===== src/design/qmm_pkg.sv =====
// ----------------------------------------------------------------------------
// qmm_pkg: shared definitions for the quantized matrix multiply block
// Sizes, input codes, register indexes and the structs passed between units.
// ----------------------------------------------------------------------------
`default_nettype none

package qmm_pkg;

  localparam int MAX_DIM    = 64;
  localparam int DATA_BITS  = 8;
  localparam int IDX_BITS   = $clog2(MAX_DIM);
  localparam int DIM_BITS   = IDX_BITS + 1;
  localparam int ADDR_BITS  = 2 * IDX_BITS;
  localparam int DEPTH      = MAX_DIM * MAX_DIM;
  localparam int PROD_BITS  = 2 * DATA_BITS;
  localparam int ACC_BITS   = 32;
  localparam int RND_BITS   = ACC_BITS + 2;
  localparam int SHIFT_BITS = 5;
  localparam int KIND_BITS  = 2;
  localparam int CIDX_BITS  = 3;
  localparam int CDATA_BITS = 8;

  localparam logic [KIND_BITS-1:0] KIND_LOAD_A  = 2'd0;
  localparam logic [KIND_BITS-1:0] KIND_LOAD_B  = 2'd1;
  localparam logic [KIND_BITS-1:0] KIND_COMPUTE = 2'd2;

  localparam logic [CIDX_BITS-1:0] REG_SHIFT     = 3'd0;
  localparam logic [CIDX_BITS-1:0] REG_NUM_ROWS  = 3'd1;
  localparam logic [CIDX_BITS-1:0] REG_INNER_DIM = 3'd2;
  localparam logic [CIDX_BITS-1:0] REG_NUM_COLS  = 3'd3;
  localparam logic [CIDX_BITS-1:0] REG_SAT_HIGH  = 3'd4;
  localparam logic [CIDX_BITS-1:0] REG_SAT_LOW   = 3'd5;

  typedef struct packed {
    logic [SHIFT_BITS-1:0]       shift;
    logic [DIM_BITS-1:0]         num_rows;
    logic [DIM_BITS-1:0]         inner_dim;
    logic [DIM_BITS-1:0]         num_cols;
    logic signed [DATA_BITS-1:0] sat_high;
    logic signed [DATA_BITS-1:0] sat_low;
  } cfg_t;

  // tag that travels with each multiply-accumulate op down the pipe
  typedef struct packed {
    logic [IDX_BITS-1:0] row;
    logic [IDX_BITS-1:0] col;
    logic                first;
    logic                last_k;
    logic                last_col;
    logic                zero;
  } tag_t;

  typedef struct packed {
    logic                 wr_a;
    logic                 wr_b;
    logic                 clr;
    logic [ADDR_BITS-1:0] clr_addr;
    logic                 rd_en;
    logic [IDX_BITS-1:0]  k;
    tag_t                 tag;
  } cmd_t;

  function automatic logic [DIM_BITS-1:0] clip_dim(input logic [DIM_BITS-1:0] d);
    clip_dim = (d > DIM_BITS'(MAX_DIM)) ? DIM_BITS'(MAX_DIM) : d;
  endfunction

endpackage

`default_nettype wire


===== src/design/qmm_regs.sv =====
// ----------------------------------------------------------------------------
// qmm_regs: configuration register file
// Holds shift, dimensions and clamp limits; write-only, always ready.
// ----------------------------------------------------------------------------
`default_nettype none

module qmm_regs import qmm_pkg::*; (
  input  wire logic                  clk,
  input  wire logic                  rst,
  input  wire logic                  cfg_valid,
  output logic                       cfg_ready,
  input  wire logic [CIDX_BITS-1:0]  cfg_index,
  input  wire logic [CDATA_BITS-1:0] cfg_data,
  output cfg_t                       cfg
);

  assign cfg_ready = 1'b1;

  always_ff @(posedge clk) begin
    if (rst) begin
      cfg.shift     <= '0;
      cfg.num_rows  <= DIM_BITS'(MAX_DIM);
      cfg.inner_dim <= DIM_BITS'(MAX_DIM);
      cfg.num_cols  <= DIM_BITS'(MAX_DIM);
      cfg.sat_high  <= DATA_BITS'(127);
      cfg.sat_low   <= DATA_BITS'(-128);
    end else if (cfg_valid) begin
      case (cfg_index)
        REG_SHIFT:     cfg.shift     <= cfg_data[SHIFT_BITS-1:0];
        REG_NUM_ROWS:  cfg.num_rows  <= cfg_data[DIM_BITS-1:0];
        REG_INNER_DIM: cfg.inner_dim <= cfg_data[DIM_BITS-1:0];
        REG_NUM_COLS:  cfg.num_cols  <= cfg_data[DIM_BITS-1:0];
        REG_SAT_HIGH:  cfg.sat_high  <= cfg_data[DATA_BITS-1:0];
        REG_SAT_LOW:   cfg.sat_low   <= cfg_data[DATA_BITS-1:0];
        default: ;
      endcase
    end
  end

endmodule

`default_nettype wire


===== config.mk =====
export PLATFORM = sky130hd
export DESIGN_NAME = qmm_regs
export DESIGN_NICKNAME = d
export VERILOG_FILES = /design/src/design/qmm_pkg.sv /design/src/design/qmm_regs.sv
export SDC_FILE = /design/constraint.sdc
export NUM_CORES = 1
export LEC_CHECK = 0
export ABC_AREA = 0
export BUFFER_PORTS_ARGS = -buffer_cell sky130_fd_sc_hd__buf_2
export CAP_MARGIN = 5
export CORE_ASPECT_RATIO = 0.9
export CORE_MARGIN = 1.5
export CORE_UTILIZATION = 47
export CTS_BUF_LIST = sky130_fd_sc_hd__clkbuf_8
export DETAILED_ROUTE_END_ITERATION = 8
export PLACE_DENSITY = 0.81
export SLEW_MARGIN = 10
export SYNTH_ARGS = -nofsm -noshare
export SYNTH_HDL_FRONTEND = slang
export SYNTH_SLANG_ARGS = --single-unit

===== constraint.sdc =====
create_clock -name clk -period 1.12 [get_ports clk]
set_clock_uncertainty 0.05 [all_clocks]
set_input_delay 0.168 -clock clk [delete_from_list [all_inputs] [get_ports clk]]
set_output_delay 0.168 -clock clk [all_outputs]
set_load 0.005 [all_outputs]

### Word-level counts from Yosys, hierarchy flattened

Index checks and enable logic that the tools add are counted.

* flip-flop bits (word level): 42
* output and inout bits: 43
* word-level logic and storage cells: 18

* equal/unequal tests: 5
* reduce and logical (&&, ||, !) cells: 7

Operators by type and width (number)
* 2-bit AND reduction: 6
* 3-bit by 2-bit == test with 1-bit output (second input constant): 2
* 3-bit == test (second input constant): 2
* 3-bit by 1-bit == test with 1-bit output (second input constant): 1
* 3-bit zero test: 1

### Logic depth before layout (Yosys ltp)

Gate-level depths: netlist (run 1).

* depth in word-level cells: 2
* depth in mapped cells: 4
* gate-level depth less buffers: 2

### Least setup slack after synthesis (run 1)

OpenSTA, ideal clock, no wires.

* path kind: input to register
* start point: in cfg_index[0]
* end point: reg cfg[37] in the netlist's numbering
* data arrival time: 1.022 ns
* required time: 0.948 ns
* slack: -0.075 ns
* stages: 4
* cells stage by stage: buf_6 > or4b_4 > buf_6 > mux2i_1

* longest elaborated chain between the ends: 2

RTL lines
* from (decl): line qmm_regs.sv:12 `input wire logic [CIDX_BITS-1:0] cfg_index,`
* 3-bit zero test: line qmm_regs.sv:28 `case (cfg_index)`
* 2-bit AND reduction (no source line)
* to (decl): line qmm_regs.sv:14 `output cfg_t cfg`

Every way passes these cells.
A chain may end at the register's enable or synchronous reset.

### Final worst setup path (run 1)

* start point: reg cfg[37] in the netlist's numbering
* end point: out cfg[37] in the netlist's numbering

No word-level cell between the ends.

==> flow_metrics.env, run 1 <==
export IMPL_routed_wirelength_um=3676
export IMPL_avgSynthCellArea_um2=10.59
export IMPL_irDropWorstVdd_mv=0.7497
export IMPL_hold_violations=0
export IMPL_num_antenna_cells=0
export IMPL_drive_above_1_share=0.3534
export IMPL_required_ns=0.90
export IMPL_firstDrtPassIters=4
export IMPL_netlist_instances=165
export IMPL_clock_path_buffers=2
export IMPL_cap_violations=0
export IMPL_ios=57
export IMPL_antenna_found_initial=0
export IMPL_syn_nets=179
export IMPL_die_w_um=67.26
export IMPL_grt_pass1_vias=1247
export IMPL_path_class="reg2out"
export IMPL_slowest_stage="dfxtp_1"
export IMPL_area_growth_pct=30.59
export IMPL_cts_setup_buffers=0
export IMPL_largestRegisters="cfg x42"
export IMPL_whs_ns=0.09146
export IMPL_cts_root_buf="clkbuf_8"
export IMPL_postCtsHoldBufs=0
export IMPL_synth_area_leaders="dfxtp_1 (48%), mux2i_1 (24%), nand2b_1 (14%)"
export IMPL_ys_warn_count=0
export IMPL_grt_total_usage=0.1990
export IMPL_nNetsFinal=245
export IMPL_die_area_um2=4092
export IMPL_cts_buffers=5
export IMPL_setup_worst_path_end_class="output port"
export IMPL_synth_top_family_by_area="multiplexers"
export IMPL_detailed_place_hpwl_um=2728
export IMPL_vias=1336
export IMPL_synth_fa_ha_area_frac=0
export IMPL_cp_top_family="flip-flops"
export IMPL_clock_sinks=42
export IMPL_final_cells=276
export IMPL_ys_seq_area_frac=0.4814
export IMPL_outcome="complete, no violations"
export IMPL_cp_start_kind="flop"
export IMPL_start_util=0.5058
export IMPL_core_um2=3453
export IMPL_ant_nets=0
export IMPL_synth_top_area_frac=0.4814
export IMPL_synth_top_cells_by_count="dfxtp_1 (42), mux2i_1 (42), nand2b_1 (39)"
export IMPL_synth_compound_area_share=0
export IMPL_htreeDepth=2
export IMPL_synthSimpleGateAreaFrac=0.2342
export IMPL_regMostFlops="cfg"
export IMPL_worst_slack_ns=0.09163
export IMPL_synth_enable_flop_cells=0
export IMPL_synth_cell_types=14
export IMPL_crit_buf_inv=1
export IMPL_viasPerCell=4.841
export IMPL_core_rowCount=20
export IMPL_synthXorXnorAreaFrac=0
export IMPL_synth_top_flop_cell="dfxtp_1"
export IMPL_async_flop_share=0
export IMPL_die_h_um=60.84
export IMPL_grt_pass1_wl_um=5871
export IMPL_drc=0
export IMPL_cts_resized=0
export IMPL_powerDensity_nw_per_um2=1435
export IMPL_wl_per_cell_um=13.32
export IMPL_dpl_cell_count=268
export IMPL_drtIter0Drc=50
export IMPL_fin_tns_setup_ns=0
export IMPL_power_leakage_nw=1.139
export IMPL_grt_setup_unrepaired="false"
export IMPL_globalplace_congestion=0.7000
export IMPL_post_place_ws_ns=-0.1492
export IMPL_largest_reg_flops=42
export IMPL_path_cells="buf_2"
export IMPL_cts_tree="yes"
export IMPL_grt_max_degree=24
export IMPL_synth_area_um2=1747
export IMPL_setup_violations=0
export IMPL_grt_overflow=0
export IMPL_muxShareOfSynthArea=0.2407
export IMPL_synth_seq_cells=42
export IMPL_path_clk_slew_ns=0.08
export IMPL_yosysTopAreaCell="dfxtp_1"
export IMPL_clk_latency_ns=0.29
export IMPL_slowest_delay_ns=0.38
export IMPL_period_share=0.9182
export IMPL_portBuffers=55
export IMPL_fmax_mhz=972.4
export IMPL_crit_arrival_ns=0.81
export IMPL_maxSlewViolCount=0
export IMPL_cp_max_fo=2
export IMPL_period_minus_slack_ns=1.028
export IMPL_hold_path_class="in2reg"
[per-stage QoR]
| stage | power (W) | cell area [um^2] | utilization |
|---|---|---|---|
| 3_5_place_dp | 0.001841 | 2138 | 0.6192 |
| 2_1_floorplan | 0.001725 | 1753 | - |
| 6_report | 0.003272 | 2281 | 0.6605 |
| 4_1_cts | 0.003304 | 2281 | 0.6605 |
| 5_1_grt | 0.003400 | 2281 | 0.6605 |
| 3_3_place_gp | 0.001836 | 2138 | 0.6192 |
[power breakdown]
| group | switching (W) | internal [W] |
|---|---|---|
| Sequential | 0.0000174 | 0.00153 |
| Clock | 0.000514 | 0.000951 |
| Combinational | 0.000126 | 0.000138 |
[logic make-up (layout without fill, tap and decap cells)]
group	count (synthesis)	after routing
flip-flops	42	42
buffers and inverters	13	80
multiplexers	42	42
AND/OR/NAND/NOR	67	67
other	1	1
[metal layers]
layer	vias to the layer above	track usage	share of wire
li1	674	-	-
met3	4	0.07050	0.069
met1	609	0.2442	0.47
met5	-	0	0
met2	49	0.3310	0.45
met4	0	0.06122	0.011
[area by class of cell]
class                   instances  area, um^2
clock inverters                 2       60.06
repair buffers                 72       402.9
clock buffers                   6       82.58
fillers                       290        1172
well taps                      44       55.05
multi-input cells             110       839.6
flip-flops and latches         42       840.8
[path summary, 6_finish.rpt]
| path | startpoint | to | slack (ns) | cells past startpoint |
|---|---|---|---|---|
| hold reg to reg | cfg[28] | cfg[28] | 0.42 | 2 |
| hold / removal | cfg_data[7] | cfg[15] | 0.09 | 3 |
| setup reg to reg | cfg[29] | cfg[29] | 0.41 | 2 |
| setup / recovery | cfg[37] | cfg[37] | 0.09 | 1 |
[layout by cell type, fill, tap and decap left out]
master,count
nand4bb_1,2
nor4bb_1,1
nand4b_1,2
dfxtp_1,42
nand2b_1,39
mux2i_1,42
or4b_4,1
conb_1,1
buf_2,55
nor4bb_2,1
nor2_1,19
buf_4,17
and4b_1,2
bufinv_16,2
clkbuf_8,6
No activity file was read; power rests on OpenSTA's default activity.
==> run 2: changes to the inputs <==
CORE_UTILIZATION = 50   (was 47)
PLACE_DENSITY = 0.82   (was 0.81)
clock period = 1.3 ns   (was 1.12 ns; I/O delays follow)
==> run 2 against run 1 <==
Via count down 0.67%. Cell count down 2.2%. Register-to-register slack better by 0.19 ns. Total power down 29%. Flip-flop and latch count unchanged. Die area down 5.7%.
==> flow_metrics.env, run 2 (synthesized netlist as in run 1, its figures left out) <==
export IMPL_core_um2=3353
export IMPL_vias=1327
export IMPL_crit_buf_inv=1
export IMPL_use_met2=0.3047
export IMPL_path_clk_slew_ns=0.07
export IMPL_drc=0
export IMPL_postCtsHoldBufs=0
export IMPL_portBuffers=55
export IMPL_grt_pass1_wl_um=5775
export IMPL_power_leakage_nw=1.088
export IMPL_hold_violations=0
export IMPL_grt_setup_unrepaired="false"
export IMPL_die_w_um=65.30
export IMPL_ios=57
export IMPL_globalplace_congestion=0.8226
export IMPL_outcome="complete, no violations"
export IMPL_ant_nets=0
export IMPL_grt_total_usage=0.2006
export IMPL_clock_sinks=42
export IMPL_nNetsFinal=240
export IMPL_cts_buffers=5
export IMPL_die_area_um2=3857
export IMPL_grt_busiest_layer="met2"
export IMPL_largestRegisters="cfg x42"
export IMPL_required_ns=1.05
export IMPL_cts_root_buf="clkbuf_8"
export IMPL_clock_path_buffers=2
export IMPL_cp_max_fo=2
export IMPL_grt_overflow=0
export IMPL_final_common_cell="buf_2"
export IMPL_largest_reg_flops=42
export IMPL_grt_max_degree=27
export IMPL_setup_violations=0
export IMPL_routed_wirelength_um=3584
export IMPL_drtIter0Drc=57
export IMPL_cap_violations=0
export IMPL_firstDrtPassIters=4
export IMPL_setup_worst_path_end_class="output port"
export IMPL_grt_pass1_vias=1221
export IMPL_hold_path_class="in2reg"
export IMPL_htreeDepth=2
export IMPL_num_antenna_cells=0
export IMPL_met3_usage=0.04563
export IMPL_cp_start_kind="flop"
export IMPL_cts_resized=0
export IMPL_fmax_mhz=975.6
export IMPL_wl_per_cell_um=13.27
export IMPL_maxSlewViolCount=0
export IMPL_clk_latency_ns=0.29
export IMPL_cts_tree="yes"
export IMPL_path_cells="buf_2"
export IMPL_antenna_found_initial=0
export IMPL_crit_arrival_ns=0.78
export IMPL_dpl_cell_count=263
export IMPL_cts_setup_buffers=0
export IMPL_period_minus_slack_ns=1.025
export IMPL_core_rowCount=20
export IMPL_drive_above_1_share=0.3363
export IMPL_die_h_um=59.07
export IMPL_slowest_stage="dfxtp_1"
export IMPL_area_growth_pct=24.79
export IMPL_slowest_delay_ns=0.36
export IMPL_powerDensity_nw_per_um2=1064
export IMPL_path_class="reg2out"
export IMPL_detailed_place_hpwl_um=2623
export IMPL_layout_common_cells="buf_2 (55), mux2i_1 (42), dfxtp_1 (42), nand2b_1 (39), nor2_1 (19)"
export IMPL_start_util=0.5209
export IMPL_period_share=0.7884
export IMPL_fin_tns_setup_ns=0
export IMPL_cp_top_family="flip-flops"
export IMPL_irDropWorstVdd_mv=0.7483
export IMPL_viasPerCell=4.915
export IMPL_regMostFlops="cfg"
export IMPL_final_cells=270
export IMPL_met1_usage=0.2785
-- run 2: cell count changes in the layout (fill, tap and decap cells not counted), sizes merged --
cell    change
buf         -5
bufinv      -2
clkinv      +2
clkbuf      -1
-- run 2: layout make-up --
class | instances | area [um^2]
repair buffers | 67 | 365.4
flip-flops and latches | 42 | 840.8
fillers | 290 | 1174
clock buffers | 5 | 68.82
well taps | 44 | 55.05
multi-input cells | 110 | 839.6
clock inverters | 2 | 10.01
-- run 2: stage by stage --
step	area, um^2	total power (W)	hold WS [ns]	setup slack, ns	utilization
after floorplan	1747	0.001484	0.3003	0.07830	-
after detailed placement	2101	0.001573	0.4160	0.02520	0.6265
after CTS	2180	0.002342	0.1180	0.2574	0.6500
final	2180	0.002320	0.1248	0.2750	0.6500
after global placement	2101	0.001570	0.4101	0.04164	0.6265
after global routing	2180	0.002409	0.1314	0.2459	0.6500
-- run 2: metal layers --
layer,share of wire,vias up
met5,0,-
met4,0.011,0
met3,0.040,4
met2,0.46,39
met1,0.49,616
li1,-,668
-- run 2: worst paths after layout --
path / from / endpoint / slack (ns) / cells past startpoint
min reg2reg: cfg[21] / cfg[21] / 0.42 / 2
max: cfg[40] / cfg[40] / 0.28 / 1
max reg2reg: cfg[22] / cfg[22] / 0.60 / 2
min: cfg_data[4] / cfg[12] / 0.12 / 3
-- run 2: tightest hold or removal path: cells and delay by family --
kind,cells,cell delay (ns)
mux,1,0.11
simple gates,1,0.04
buf+inv,1,0.09
-- run 2: report_power, final --
group	internal, W	total [W]	switching (W)
clock network	0.000360	0.000776	0.000416
registers	0.00131	0.00133	0.0000147
logic	0.000109	0.000215	0.000106
total	0.00178	0.00232	0.000536
