$ cat config.mk
export PLATFORM = sky130hd
export DESIGN_NAME = qmm_ctrl
export DESIGN_NICKNAME = d
export VERILOG_FILES = /design/src/design/qmm_pkg.sv /design/src/design/qmm_ctrl.sv
export SDC_FILE = /design/constraint.sdc
export NUM_CORES = 1
export LEC_CHECK = 0
export ABC_CLOCK_PERIOD_IN_PS = 6400
export BUFFER_PORTS_ARGS = -buffer_cell sky130_fd_sc_hd__buf_2
export CAP_MARGIN = 20
export CORE_MARGIN = 2
export CORE_UTILIZATION = 40
export CTS_BUF_LIST = sky130_fd_sc_hd__clkbuf_2 sky130_fd_sc_hd__clkbuf_4 sky130_fd_sc_hd__clkbuf_8
export CTS_CLUSTER_DIAMETER = 40
export DETAILED_ROUTE_END_ITERATION = 8
export PLACE_DENSITY = 0.81
export SETUP_SLACK_MARGIN = 0.15
export SYNTH_ARGS = -nofsm -noshare
export SYNTH_HDL_FRONTEND = slang
export SYNTH_SLANG_ARGS = --single-unit
$ cat constraint.sdc
create_clock -name clk -period 6.4 [get_ports clk]
set_clock_uncertainty 0.2 [all_clocks]
set_input_delay 0.64 -clock clk [delete_from_list [all_inputs] [get_ports clk]]
set_output_delay 0.64 -clock clk [all_outputs]
set_load 0.02 [all_outputs]
$ cat src/design/qmm_pkg.sv
// ----------------------------------------------------------------------------
// qmm_pkg: shared definitions for the quantized matrix multiply block
// Sizes, input codes, register indexes and the structs passed between units.
// ----------------------------------------------------------------------------
`default_nettype none

package qmm_pkg;

  localparam int MAX_DIM    = 64;
  localparam int DATA_BITS  = 8;
  localparam int IDX_BITS   = $clog2(MAX_DIM);
  localparam int DIM_BITS   = IDX_BITS + 1;
  localparam int ADDR_BITS  = 2 * IDX_BITS;
  localparam int DEPTH      = MAX_DIM * MAX_DIM;
  localparam int PROD_BITS  = 2 * DATA_BITS;
  localparam int ACC_BITS   = 32;
  localparam int RND_BITS   = ACC_BITS + 2;
  localparam int SHIFT_BITS = 5;
  localparam int KIND_BITS  = 2;
  localparam int CIDX_BITS  = 3;
  localparam int CDATA_BITS = 8;

  localparam logic [KIND_BITS-1:0] KIND_LOAD_A  = 2'd0;
  localparam logic [KIND_BITS-1:0] KIND_LOAD_B  = 2'd1;
  localparam logic [KIND_BITS-1:0] KIND_COMPUTE = 2'd2;

  localparam logic [CIDX_BITS-1:0] REG_SHIFT     = 3'd0;
  localparam logic [CIDX_BITS-1:0] REG_NUM_ROWS  = 3'd1;
  localparam logic [CIDX_BITS-1:0] REG_INNER_DIM = 3'd2;
  localparam logic [CIDX_BITS-1:0] REG_NUM_COLS  = 3'd3;
  localparam logic [CIDX_BITS-1:0] REG_SAT_HIGH  = 3'd4;
  localparam logic [CIDX_BITS-1:0] REG_SAT_LOW   = 3'd5;

  typedef struct packed {
    logic [SHIFT_BITS-1:0]       shift;
    logic [DIM_BITS-1:0]         num_rows;
    logic [DIM_BITS-1:0]         inner_dim;
    logic [DIM_BITS-1:0]         num_cols;
    logic signed [DATA_BITS-1:0] sat_high;
    logic signed [DATA_BITS-1:0] sat_low;
  } cfg_t;

  // tag that travels with each multiply-accumulate op down the pipe
  typedef struct packed {
    logic [IDX_BITS-1:0] row;
    logic [IDX_BITS-1:0] col;
    logic                first;
    logic                last_k;
    logic                last_col;
    logic                zero;
  } tag_t;

  typedef struct packed {
    logic                 wr_a;
    logic                 wr_b;
    logic                 clr;
    logic [ADDR_BITS-1:0] clr_addr;
    logic                 rd_en;
    logic [IDX_BITS-1:0]  k;
    tag_t                 tag;
  } cmd_t;

  function automatic logic [DIM_BITS-1:0] clip_dim(input logic [DIM_BITS-1:0] d);
    clip_dim = (d > DIM_BITS'(MAX_DIM)) ? DIM_BITS'(MAX_DIM) : d;
  endfunction

endpackage

`default_nettype wire

$ cat src/design/qmm_ctrl.sv
// ----------------------------------------------------------------------------
// qmm_ctrl: sequencer for the matrix multiply
// Clears the stores after reset, decodes requests, steps k and column.
// ----------------------------------------------------------------------------
`default_nettype none

module qmm_ctrl import qmm_pkg::*; (
  input  wire logic                 clk,
  input  wire logic                 rst,
  input  wire logic                 start,
  output logic                      busy,
  input  wire logic [KIND_BITS-1:0] kind,
  input  wire logic [IDX_BITS-1:0]  row_index,
  input  wire cfg_t                 cfg,
  output cmd_t                      cmd
);

  localparam logic [1:0] ST_CLEAR = 2'd0;
  localparam logic [1:0] ST_IDLE  = 2'd1;
  localparam logic [1:0] ST_RUN   = 2'd2;

  logic [1:0]           state, state_next;
  logic [ADDR_BITS-1:0] clr_cnt;
  logic [IDX_BITS-1:0]  k, k_next;
  logic [IDX_BITS-1:0]  col, col_next;
  logic [IDX_BITS-1:0]  row, row_next;
  logic [DIM_BITS-1:0]  rows_eff, kdim_eff, cols_eff, kdim_m1, cols_m1;
  logic                 accept, kzero, last_k, last_col, go;

  assign rows_eff = clip_dim(cfg.num_rows);
  assign kdim_eff = clip_dim(cfg.inner_dim);
  assign cols_eff = clip_dim(cfg.num_cols);
  assign kdim_m1  = kdim_eff - DIM_BITS'(1);
  assign cols_m1  = cols_eff - DIM_BITS'(1);
  assign kzero    = (kdim_eff == '0);

  assign busy   = (state != ST_IDLE);
  assign accept = start && !busy;
  assign go     = accept && (kind == KIND_COMPUTE) &&
                  ({1'b0, row_index} < rows_eff) && (cols_eff != '0);

  assign last_k   = kzero || (k == kdim_m1[IDX_BITS-1:0]);
  assign last_col = (col == cols_m1[IDX_BITS-1:0]);

  always_comb begin
    state_next = state;
    k_next     = k;
    col_next   = col;
    row_next   = row;
    case (state)
      ST_CLEAR: begin
        if (&clr_cnt) state_next = ST_IDLE;
      end
      ST_IDLE: begin
        if (go) begin
          state_next = ST_RUN;
          k_next     = '0;
          col_next   = '0;
          row_next   = row_index;
        end
      end
      ST_RUN: begin
        if (last_k) begin
          k_next = '0;
          if (last_col) state_next = ST_IDLE;
          else col_next = col + IDX_BITS'(1);
        end else begin
          k_next = k + IDX_BITS'(1);
        end
      end
      default: state_next = ST_IDLE;
    endcase
  end

  always_ff @(posedge clk) begin
    if (rst) begin
      state   <= ST_CLEAR;
      clr_cnt <= '0;
      k       <= '0;
      col     <= '0;
    end else begin
      state <= state_next;
      k     <= k_next;
      col   <= col_next;
      if (state == ST_CLEAR) clr_cnt <= clr_cnt + ADDR_BITS'(1);
    end
  end

  always_ff @(posedge clk) begin
    row <= row_next;
  end

  always_comb begin
    cmd.wr_a         = accept && (kind == KIND_LOAD_A);
    cmd.wr_b         = accept && (kind == KIND_LOAD_B);
    cmd.clr          = (state == ST_CLEAR);
    cmd.clr_addr     = clr_cnt;
    cmd.rd_en        = (state == ST_RUN);
    cmd.k            = k;
    cmd.tag.row      = row;
    cmd.tag.col      = col;
    cmd.tag.first    = (k == '0);
    cmd.tag.last_k   = last_k;
    cmd.tag.last_col = last_col;
    cmd.tag.zero     = kzero;
  end

endmodule

`default_nettype wire

# ---- After elaboration in Yosys (flattened, before gate mapping)
# Cells that the tools add are included.
dict set report op_classes {
  multipliers 0
  n_shift 0
  addsub 5
  magnitude_cmp 4
  div 0
  n_eq_ne 12
  n_reduce_logical 19
  n_mux 14
  bitwise 0
}
# cell count
set ops {}
lappend ops {{$mux 6} 4}
lappend ops {{$pmux 6 s2} 2}
lappend ops {{$gt 7x7->1 const B} 3}
lappend ops {{$mux 7} 3}
lappend ops {{$add 12x1->12 const B} 1}
lappend ops {{$add 6x1->6 const B} 2}
lappend ops {{$eq 6x6->1} 2}
lappend ops {{$reduce_and 12->1} 1}
lappend ops {{$sub 6x1->6 const B} 2}
lappend ops {{$mux 2} 4}
lappend ops {{$ne 2x1->1 const B} 4}
lappend ops {{$reduce_and 4->1} 2}
lappend ops {{$logic_not 7->1} 1}
lappend ops {{$lt 6x7->1} 1}
lappend ops {{$reduce_bool 7->1} 1}
lappend ops {{$logic_and 1x1->1} 6}
lappend ops {{$logic_not 6->1} 1}
lappend ops {{$pmux 2 s3} 1}
lappend ops {{$eq 2x1->1 const B} 2}
lappend ops {{$eq 2x2->1 const B} 2}
lappend ops {{$logic_not 2->1} 2}
lappend ops {{$ne 2x2->1 const B} 2}
lappend ops {{$reduce_and 2->1} 2}
lappend ops {{$reduce_bool 2->1} 1}
lappend ops {{other kinds (2)} 2}
dict set report word_totals {
  wordCells 59
  ramBits 0
  romBits 0
  out_inout_bits 39
  register_bits 32
  in_bits 53
  memories 0
  latch_bits 0
}

# ---- Logic depth before layout (Yosys ltp)
# Gate-level depths: netlist of run 1.
dict set report logic_depth {
  depth_word 8
  depth_mapped 10
  mapped_depth_nobuf 10
}

# ---- Least setup slack after synthesis of run 1
# Ideal clock, no wire load.
dict set report synth_timing {
  kind {in2out}
  start {in cfg[23] (netlist bit)}
  end {out cmd[2] (netlist bit)}
  path_buffers 1
  setup_slack_ps 3380
  arrival_time_ps 2180
  path_stages 8
  cell_sequence {or2b_1 > ha_1 > and4bb_1 > o21ai_0 > a21oi_1 > o2111ai_2 > nand2_4 > buf_4}
}
dict set report synth_between {
  elab_chain_len 5
  word_cells_on_any_way 6
}
# element line
set synth_lines {}
lappend synth_lines {{start: declaration} qmm_ctrl.sv:14} ;# input wire cfg_t cfg,
lappend synth_lines {{$gt 7x7->1} qmm_pkg.sv:64} ;# clip_dim = (d > DIM_BITS'(MAX_DIM)) ? DIM_BITS'(MAX_DIM) : d;
lappend synth_lines {{$mux 7 (*)} qmm_pkg.sv:64}
lappend synth_lines {{$sub 6x1->6} qmm_ctrl.sv:33} ;# assign kdim_m1 = kdim_eff - DIM_BITS'(1);
lappend synth_lines {{$eq 6x6->1} qmm_ctrl.sv:42} ;# assign last_k = kzero || (k == kdim_m1[IDX_BITS-1:0]);
lappend synth_lines {{$logic_or 1x1->1 (*)} qmm_ctrl.sv:42}
lappend synth_lines {{end: declaration} qmm_ctrl.sv:15} ;# output cmd_t cmd
# Every way passes the cells marked *; elsewhere a longest branch is shown, timed or not.

==> impl_metrics.toml, run 1 <==
[worst_setup_path]
worstSetupStartpointType = "primary input"
crit_arrival_ns = 2.56
crit_chain = "buf_2, or2b_1, ha_1, and4bb_1, o21ai_0, a21oi_1, o2111ai_2, nand2_4, buf_2"
max_stage_delay_ns = 0.39
r2r_slack_ns = 4.03
endpoint_kind = "primary output"
slowest_stage = "o2111ai_2"
r2r_cells = 6
crit_type = "in2out"
cp_max_fo = 9
r2r_start = "k[5]$_SDFFE_PP0P_"
reg2reg_to = "col[3]$_SDFFE_PP0P_"
cp_common_cell = "buf_2"
worstPathRequired_ns = 5.56

[floorplanning]
initial_utilization_pct = 41.8
dieArea_sq_mm = 0.00601
num_rows = 26
core_sq_mm = 0.00517
die_w_microns = 77.5
io_pins = 92
dieHeight_microns = 77.5

[global_routing]
antenna_found_initial = 0
grt_pass1_vias = 1959
grt_first_pass_wirelength_microns = 8720
grtUsageTotal_pct = 17.7
grt_max_degree = 27
grt_overflow = 0

[pwr]
ir_drop_mv = 0.0927
leakagePower_nw = 1.12
power_density_mw_per_mm2 = 179

[drt]
routedLengthMet1_microns = 2420
wl_per_cell_microns = 13.2
first_iter_violations = 122
avgViaCountPerCell = 5.35
top_layer = "met4"
wl_met3_microns = 259
drtPass1Iterations = 4
drc = 0
drt-total-wl_microns = 5080
wl_met2_microns = 2360
ant_nets = 0
via_count = 2065

[synth]
ys_seq_area_share_pct = 32.4
syn_nets = 314
synthAdderAreaFrac_pct = 7.53
ys_top_cells_by_count = "dfxtp_1 (26), nand2_1 (18), nor2_1 (18)"
async_flop_share_pct = 0
synth_area_sq_mm = 0.00216
syn_avg_cell_area_sq_um = 8.71
synth_top_area_share_pct = 24.1
synth-edff-count = 6
yosys.area.top_type = "dfxtp_1"
synth_xor_area_share_pct = 7.30
ys.flop_type = "dfxtp_1"
synth_cell_types = 62
synth_compound_area_share_pct = 19.6
synth_top_family_by_area = "simple AND/OR/NAND/NOR gates"
synth.area.mux_share_pct = 0.463
synth_area_leaders = "dfxtp_1 (24%), edfxtp_1 (8.3%), ha_1 (7.5%)"
synthMostInstantiatedCell = "dfxtp_1"
ys.warnings.count = 0
syn_inst = 248
synth-seq-cells = 32
synth-simple-area-share_pct = 28.4

[job]
maxCapViolations = 0

[cells_and_area]
nets = 381
drive_gt1_share_pct = 29.7
insertedDiodeCount = 0
area_growth_syn_to_layout_pct = 23.7
finalInstanceArea_sq_mm = 0.00267
fillers = 501

[clock_network]
insertion_delay_ns = 0.28
cts_hold_buf = 0
cts_resized = 0
clk_path_buf_depth = 2
cts-root-buf = "clkbuf_8"
cts.htree.levels = 2
cts_tree = "done"
postCtsSetupBuffers = 0
path_clk_slew_ns = 0.07
clkSinkCount = 32
numCtsBuffers = 5

[place]
post_dp_cell_area_sq_mm = 0.00255
portBuffers = 70
place_hpwl_microns = 3920
gp_congestion = 0.865

[timing]
hold_violations = 0
rsz0062_at_grt = "false"
slew_headroom_pct = 69.5
fmax_mhz = 294
hold_ws_ns = 0.297
setup_viol = 0
slew_viol_final = 0
setup_tns_ns = 0
period_minus_slack_ns = 3.40
post-route-period-util_pct = 53.2
tightest_slew_ns = 0.457

[hold_path]
hold_end = "col[5]$_SDFFE_PP0P_"
holdCritPathClass = "reg2reg"
hold_start = "col[5]$_SDFFE_PP0P_"
holdPathStages = 1

[status]
outcome = "completed"
## worst max-delay path by stage
stage / from / endpoint / cells past startpoint
final: cfg[23] / cmd[2] / 9
after floorplan: cfg[23] / cmd[2] / 8
after CTS: cfg[23] / cmd[2] / 9
after global routing: cfg[23] / cmd[2] / 9
after detailed placement: cfg[23] / cmd[2] / 9
after global placement: cfg[29] / cmd[2] / 9
## registers in the layout, summed over array words and instances, names as in the netlist
name and count:
state 2, k 6, col 6, clr_cnt 12, row 6
## layout by cell type (no fill, tap or decap), types with 4 or more instances in the layout
cell type	n
ha_1	13
buf_2	70
nand4_1	6
nor2_1	18
nor3_1	4
dfxtp_1	26
nand3_1	9
a31oi_1	8
edfxtp_1	6
or3_1	5
clkbuf_8	7
xnor2_1	10
inv_1	10
nand2_1	18
a21oi_1	14
or4_1	4
nand2b_1	12
and3_1	7
o21ai_0	8
xor2_1	8
## worst max-delay path, delay by kind of cell
kind / cells / cell delay [ns]
AO/OA/AOI/OAI: 3 / 0.70
adder cells (fa/ha/maj): 1 / 0.26
buffers and inverters: 2 / 0.32
AND/OR/NAND/NOR: 3 / 0.63
## layer usage
layer / GRT usage [%] / vias to the layer above
met5: 0 / -
met4: 6.07 / 0
met3: 4.30 / 6
met2: 28.8 / 62
met1: 22.8 / 953
li1: - / 1044
## per-stage QoR
step / worst slack (ns) / instances / total power, mW / utilization [%]
6_report: 3.00 / 386 / 0.478 / 51.7
5_1_grt: 2.81 / 386 / 0.499 / 51.7
4_1_cts: 3.00 / 386 / 0.483 / 51.7
3_5_place_dp: 3.01 / 378 / 0.270 / 49.3
3_3_place_gp: 3.06 / 378 / 0.268 / 49.3
2_1_floorplan: 3.38 / 248 / 0.248 / -
## cell families (layout without fill, tap and decap cells)
| kind of cell | after synthesis | in the layout |
|---|---|---|
| adders and majority gates | 13 | 13 |
| DFF | 32 | 32 |
| AOI/OAI and AO/OA | 57 | 57 |
| xor gates and xnor gates | 18 | 18 |
| buffers and inverters | 21 | 89 |
| muxes | 1 | 1 |
| and+or+nand+nor | 106 | 106 |
## layout make-up
| cell class | instances | area [sq um] | share of cell area [%] |
|---|---|---|---|
| Clock buffer | 7 | 96.3 | 3.60 |
| Clock inverter | 1 | 30.0 | 1.12 |
| Inverter | 11 | 41.3 | 1.54 |
| Multi-Input combinational cell | 195 | 1370 | 51.1 |
| Sequential cell | 32 | 701 | 26.2 |
| Tap cell | 70 | 87.6 | 3.28 |
| Timing Repair Buffer | 70 | 350 | 13.1 |
## report_power, final
| group | total [mW] | internal (mW) | switching [mW] |
|---|---|---|---|
| registers | 0.209 | 0.207 | 0.00208 |
| logic | 0.0572 | 0.0255 | 0.0317 |
| clock network | 0.212 | 0.137 | 0.0742 |
| total | 0.478 | 0.370 | 0.108 |
(Power assumes the default switching activity.)
==> run 2, diff against run 1 <==
- ABC_CLOCK_PERIOD_IN_PS: 6400 -> 3000
- PLACE_DENSITY: 0.81 -> 0.84
- clock period: 6.4 -> 3 ns (I/O delays scaled with it)
==> impl_metrics.toml, run 2 (same netlist as run 1, synthesis figures left out) <==
[cells_and_area]
largest_reg_flops = 12
nets = 382
fillers = 485
regMostFlops = "clr_cnt"
insertedDiodeCount = 0
drive_gt1_share_pct = 29.2
post-route-util_pct = 50.9
layout_commonest_cell = "buf_2"
area_growth_syn_to_layout_pct = 21.9
mostFrequentLayoutCells = "buf_2 (70), dfxtp_1 (26), nor2_1 (18), nand2_1 (18), a21oi_1 (14)"

[timing]
slew_headroom_pct = 69.0
hold_violations = 0
slew_viol_final = 0
setup_tns_ns = 0
rsz0062_at_grt = "false"
post-route-period-util_pct = 90.5
tightest_slew_ns = 0.464
period_minus_slack_ns = 2.72
setup_viol = 0
fmax_mhz = 368

[worst_setup_path]
crit_type = "in2out"
cp-startpoint = "cfg[29]"
worstSetupStartpointType = "primary input"
r2r_start = "k[5]$_SDFFE_PP0P_"
reg2reg_to = "col[3]$_SDFFE_PP0P_"
r2r_cells = 6
slowest_stage = "o2111ai_2"
cp_common_cell = "buf_2"
worstPathRequired_ns = 2.50
max_stage_delay_ns = 0.38
cp_max_fo = 9
crit_arrival_ns = 2.22
crit_chain = "buf_2, or2b_1, ha_1, and4bb_1, o21ai_0, a21oi_1, o2111ai_2, nand2_4, buf_2"
endpoint_kind = "primary output"
r2r_slack_ns = 0.64

[floorplanning]
num_rows = 26
io_pins = 92
initial_utilization_pct = 41.8
core_sq_mm = 0.00517
die_w_microns = 77.5
dieHeight_microns = 77.5
dieArea_sq_mm = 0.00601

[pwr]
power_frac_comb_pct = 13.9
switchingPower_mw = 0.216
ir_drop_mv = 0.183
clockPowerShare_pct = 35.1
internal_power_mw = 0.659
seqPwrFrac_pct = 51.0
leakagePower_nw = 1.10
power_density_mw_per_mm2 = 332
p_sw_share_pct = 24.7
power_mw = 0.875

[clock_network]
numCtsBuffers = 5
path_clk_slew_ns = 0.06
clk_path_buf_depth = 2
postCtsSetupBuffers = 0
clkSinkCount = 32
cts.htree.levels = 2
insertion_delay_ns = 0.28
cts-root-buf = "clkbuf_8"
cts_tree = "done"

[drt]
ant_nets = 0
wl_met3_microns = 286
drt-total-wl_microns = 5100
avgViaCountPerCell = 5.43
via_count = 2090
drc = 0
first_iter_violations = 104
top_layer = "met4"
wl_met2_microns = 2410
routedLengthMet1_microns = 2370
drtPass1Iterations = 4
wl_per_cell_microns = 13.3

[hold_path]
hold_start = "row_index[2]"
hold_end = "row[2]$_DFFE_PP_"
holdPathStages = 1
holdCritPathClass = "in2reg"

[job]
maxCapViolations = 0

[global_routing]
grt_overflow = 0
grt_max_degree = 27
grt_pass1_vias = 1968
antenna_found_initial = 0
grt_first_pass_wirelength_microns = 8490
grtUsageTotal_pct = 17.0

[place]
portBuffers = 70
place_hpwl_microns = 3910
gp_congestion = 0.886

[status]
outcome = "completed"
-- run 2: critical path: cells and delay by family --
| kind | cells | cell delay (ns) |
|---|---|---|
| simple gates | 3 | 0.62 |
| buf+inv | 2 | 0.33 |
| compound gates | 3 | 0.70 |
| fa+ha+maj | 1 | 0.26 |
-- run 2: worst max path at each step --
stage | cells after the start | to | slack, ns
4_1_cts | 9 | cmd[2] | 0.29
3_5_place_dp | 10 | k[4]$_SDFFE_PP0P_ | 0.03
3_3_place_gp | 10 | col[3]$_SDFFE_PP0P_ | 0.1
5_1_grt | 10 | k[3]$_SDFFE_PP0P_ | 0.16
6_report | 9 | cmd[2] | 0.28
2_1_floorplan | 9 | k[4]$_SDFFE_PP0P_ | 0.44
-- run 2: cell type report --
type	instances	area, sq um	area share (%)
repair buffers	71	360	13.7
clock buffers	6	76.3	2.90
inverters	11	41.3	1.57
well taps	70	87.6	3.33
flip-flops and latches	32	701	26.6
multi-input cells	195	1370	51.9
-- run 2: metrics by stage --
stage	hold WS (ns)	instance area, sq um	worst slack, ns	std cells
after global routing	0.00344	2630	0.159	385
after CTS	0.00167	2620	0.287	384
final	0.0119	2630	0.284	385
after global placement	0.282	2550	0.0997	378
after detailed placement	0.293	2550	0.0273	378
after floorplan	0.199	2160	0.437	248
-- run 2: layer usage --
metal  track usage (%)  up-vias
met5                 0        -
met4              3.75        0
met3              4.30        7
met2              29.4       51
met1              21.4      981
li1                  -     1051
-- run 2: repair_timing --
item / 4_1_cts / 5_1_grt
hold buffers: 0 / 1
hold endpoints to repair: 0 / 1
resized for setup: 0 / 0
-- run 2: power by group through the flow --
stage / clock [mW] / combinational [mW] / sequential (mW)
finish: 0.308 / 0.122 / 0.446
global route: 0.338 / 0.136 / 0.446
global placement: 0 / 0.116 / 0.455
CTS: 0.316 / 0.121 / 0.446
detailed placement: 0 / 0.120 / 0.455
floorplan: 0 / 0.0707 / 0.459
==> run 3, diff against run 2 <==
- CAP_MARGIN: 20 -> 40
- CORE_UTILIZATION: 40 -> 45
- PLACE_DENSITY: 0.84 -> 0.91
- REMOVE_ABC_BUFFERS: unset -> 1
==> impl_metrics.toml, run 3 (same netlist as run 1, synthesis figures left out) <==
[timing]
setup_tns_ns = 0
hold_violations = 0
fmax_mhz = 375
layout_setup_ws_ns = 0.333
slew_headroom_pct = 68.2
setup_viol = 0
rsz0062_at_grt = "false"
tightest_slew_ns = 0.477
period_minus_slack_ns = 2.67
hold_ws_ns = 0.0156
post-route-period-util_pct = 88.9
slew_viol_final = 0

[hold_path]
hold_start = "row_index[1]"
holdCritPathClass = "in2reg"

[worst_setup_path]
max_stage_delay_ns = 0.28
cp_common_cell = "buf_2"
slowest_stage = "or2b_1"
cp-startpoint = "cfg[23]"
cp_max_fo = 9
crit_chain = "buf_2, or2b_1, ha_1, and4bb_1, o21ai_0, and3_1, o2111ai_2, nand2_4, buf_2"
worstPathRequired_ns = 2.50
endpoint_kind = "primary output"
crit_arrival_ns = 2.17
r2r_start = "k[2]$_SDFFE_PP0P_"
crit_type = "in2out"
worstSetupStartpointType = "primary input"

[drt]
wl_met2_microns = 2340
first_iter_violations = 76
wl_per_cell_microns = 13.2
drtPass1Iterations = 4
top_layer = "met4"
drc = 0
avgViaCountPerCell = 5.67
routedLengthMet1_microns = 2230
via_count = 2108
drt-total-wl_microns = 4900
wl_met3_microns = 274
ant_nets = 0

[pwr]
switchingPower_mw = 0.229
ir_drop_mv = 0.388
leakagePower_nw = 1.12
power_density_mw_per_mm2 = 369
clockPowerShare_pct = 42.0
p_sw_share_pct = 23.3
internal_power_mw = 0.751
power_frac_comb_pct = 12.5
seqPwrFrac_pct = 45.5
power_mw = 0.980

[cells_and_area]
post-route-util_pct = 57.0
nets = 383
finalInstanceArea_sq_mm = 0.00266
regMostFlops = "clr_cnt"
largest_reg_flops = 12
area_growth_syn_to_layout_pct = 22.9
mostFrequentLayoutCells = "buf_2 (70), dfxtp_1 (26), nor2_1 (18), nand2_1 (18), a21oi_1 (14)"
drive_gt1_share_pct = 29.9
stdcell_count = 372
insertedDiodeCount = 0
layout_commonest_cell = "buf_2"

[clock_network]
clkSinkCount = 32
cts.htree.levels = 2
numCtsBuffers = 5
clk_path_buf_depth = 2
path_clk_slew_ns = 0.06
cts-root-buf = "clkbuf_8"
cts_tree = "done"
insertion_delay_ns = 0.28
cts_resized = 0

[place]
place_hpwl_microns = 3810
post_dp_cell_area_sq_mm = 0.00253
post-place-cells = 362
portBuffers = 70
pre_cts_slack_ns = 0.0566
gp_congestion = 0.848

[global_routing]
antenna_found_initial = 0
grt_max_degree = 27
grt_pass1_vias = 1870
grtUsageTotal_pct = 18.1
grt_first_pass_wirelength_microns = 7820
grt_overflow = 0

[floorplanning]
core_sq_mm = 0.00466
io_pins = 92
die_w_microns = 73.3
num_rows = 25
dieHeight_microns = 73.3
dieArea_sq_mm = 0.00537
initial_utilization_pct = 46.4

[job]
maxCapViolations = 0

[status]
outcome = "completed"
[run 3: cell types whose count changed in the layout (fill, tap and decap cells not counted), sizes merged]
cell | before | now
bufinv | 0 | 1
clkinv | 1 | 2
buf | 70 | 71
[run 3: power by group through the flow]
stage | clock network, mW | registers [mW] | logic (mW)
3_5_place_dp | 0 | 0.455 | 0.121
2_1_floorplan | 0 | 0.459 | 0.0642
4_1_cts | 0.420 | 0.445 | 0.122
6_report | 0.412 | 0.445 | 0.123
3_3_place_gp | 0 | 0.455 | 0.117
5_1_grt | 0.441 | 0.446 | 0.138
[run 3: cell type report]
| cell class | count | area [sq um] |
|---|---|---|
| Clock buffer | 6 | 76.3 |
| Clock inverter | 2 | 35.0 |
| Fill cell | 420 | 2000 |
| Inverter | 11 | 41.3 |
| Multi-Input combinational cell | 195 | 1370 |
| Sequential cell | 32 | 701 |
| Tap cell | 54 | 67.6 |
| Timing Repair Buffer | 72 | 368 |
[run 3: final timing paths]
check                           slack (ns)                  end  cells past startpoint
worst max-delay path                  0.33               cmd[2]                      9
worst min-delay path                  0.02     row[1]$_DFFE_PP_                      1
worst max register to register        0.70  col[4]$_SDFFE_PP0P_                      7
worst min register to register        0.31  col[5]$_SDFFE_PP0P_                      1
[run 3: metal layers]
layer	GRT usage, %	up-vias
met4	3.84	0
met5	0	-
met1	22.2	976
li1	-	1052
met2	31.6	70
met3	4.94	10
[run 3: what timing repair did]
item                                    4_1_cts  5_1_grt
hold endpoints to repair                      0        1
endpoints found under the setup margin        0        8
buffers inserted                              0        1
hold buffers                                  0        1
[run 3: critical path: cells and delay by family]
kind | cells | cell delay (ns)
and+or+nand+nor | 4 | 0.86
AOI/OAI and AO/OA | 2 | 0.43
adders and majority gates | 1 | 0.26
buffers and inverters | 2 | 0.31
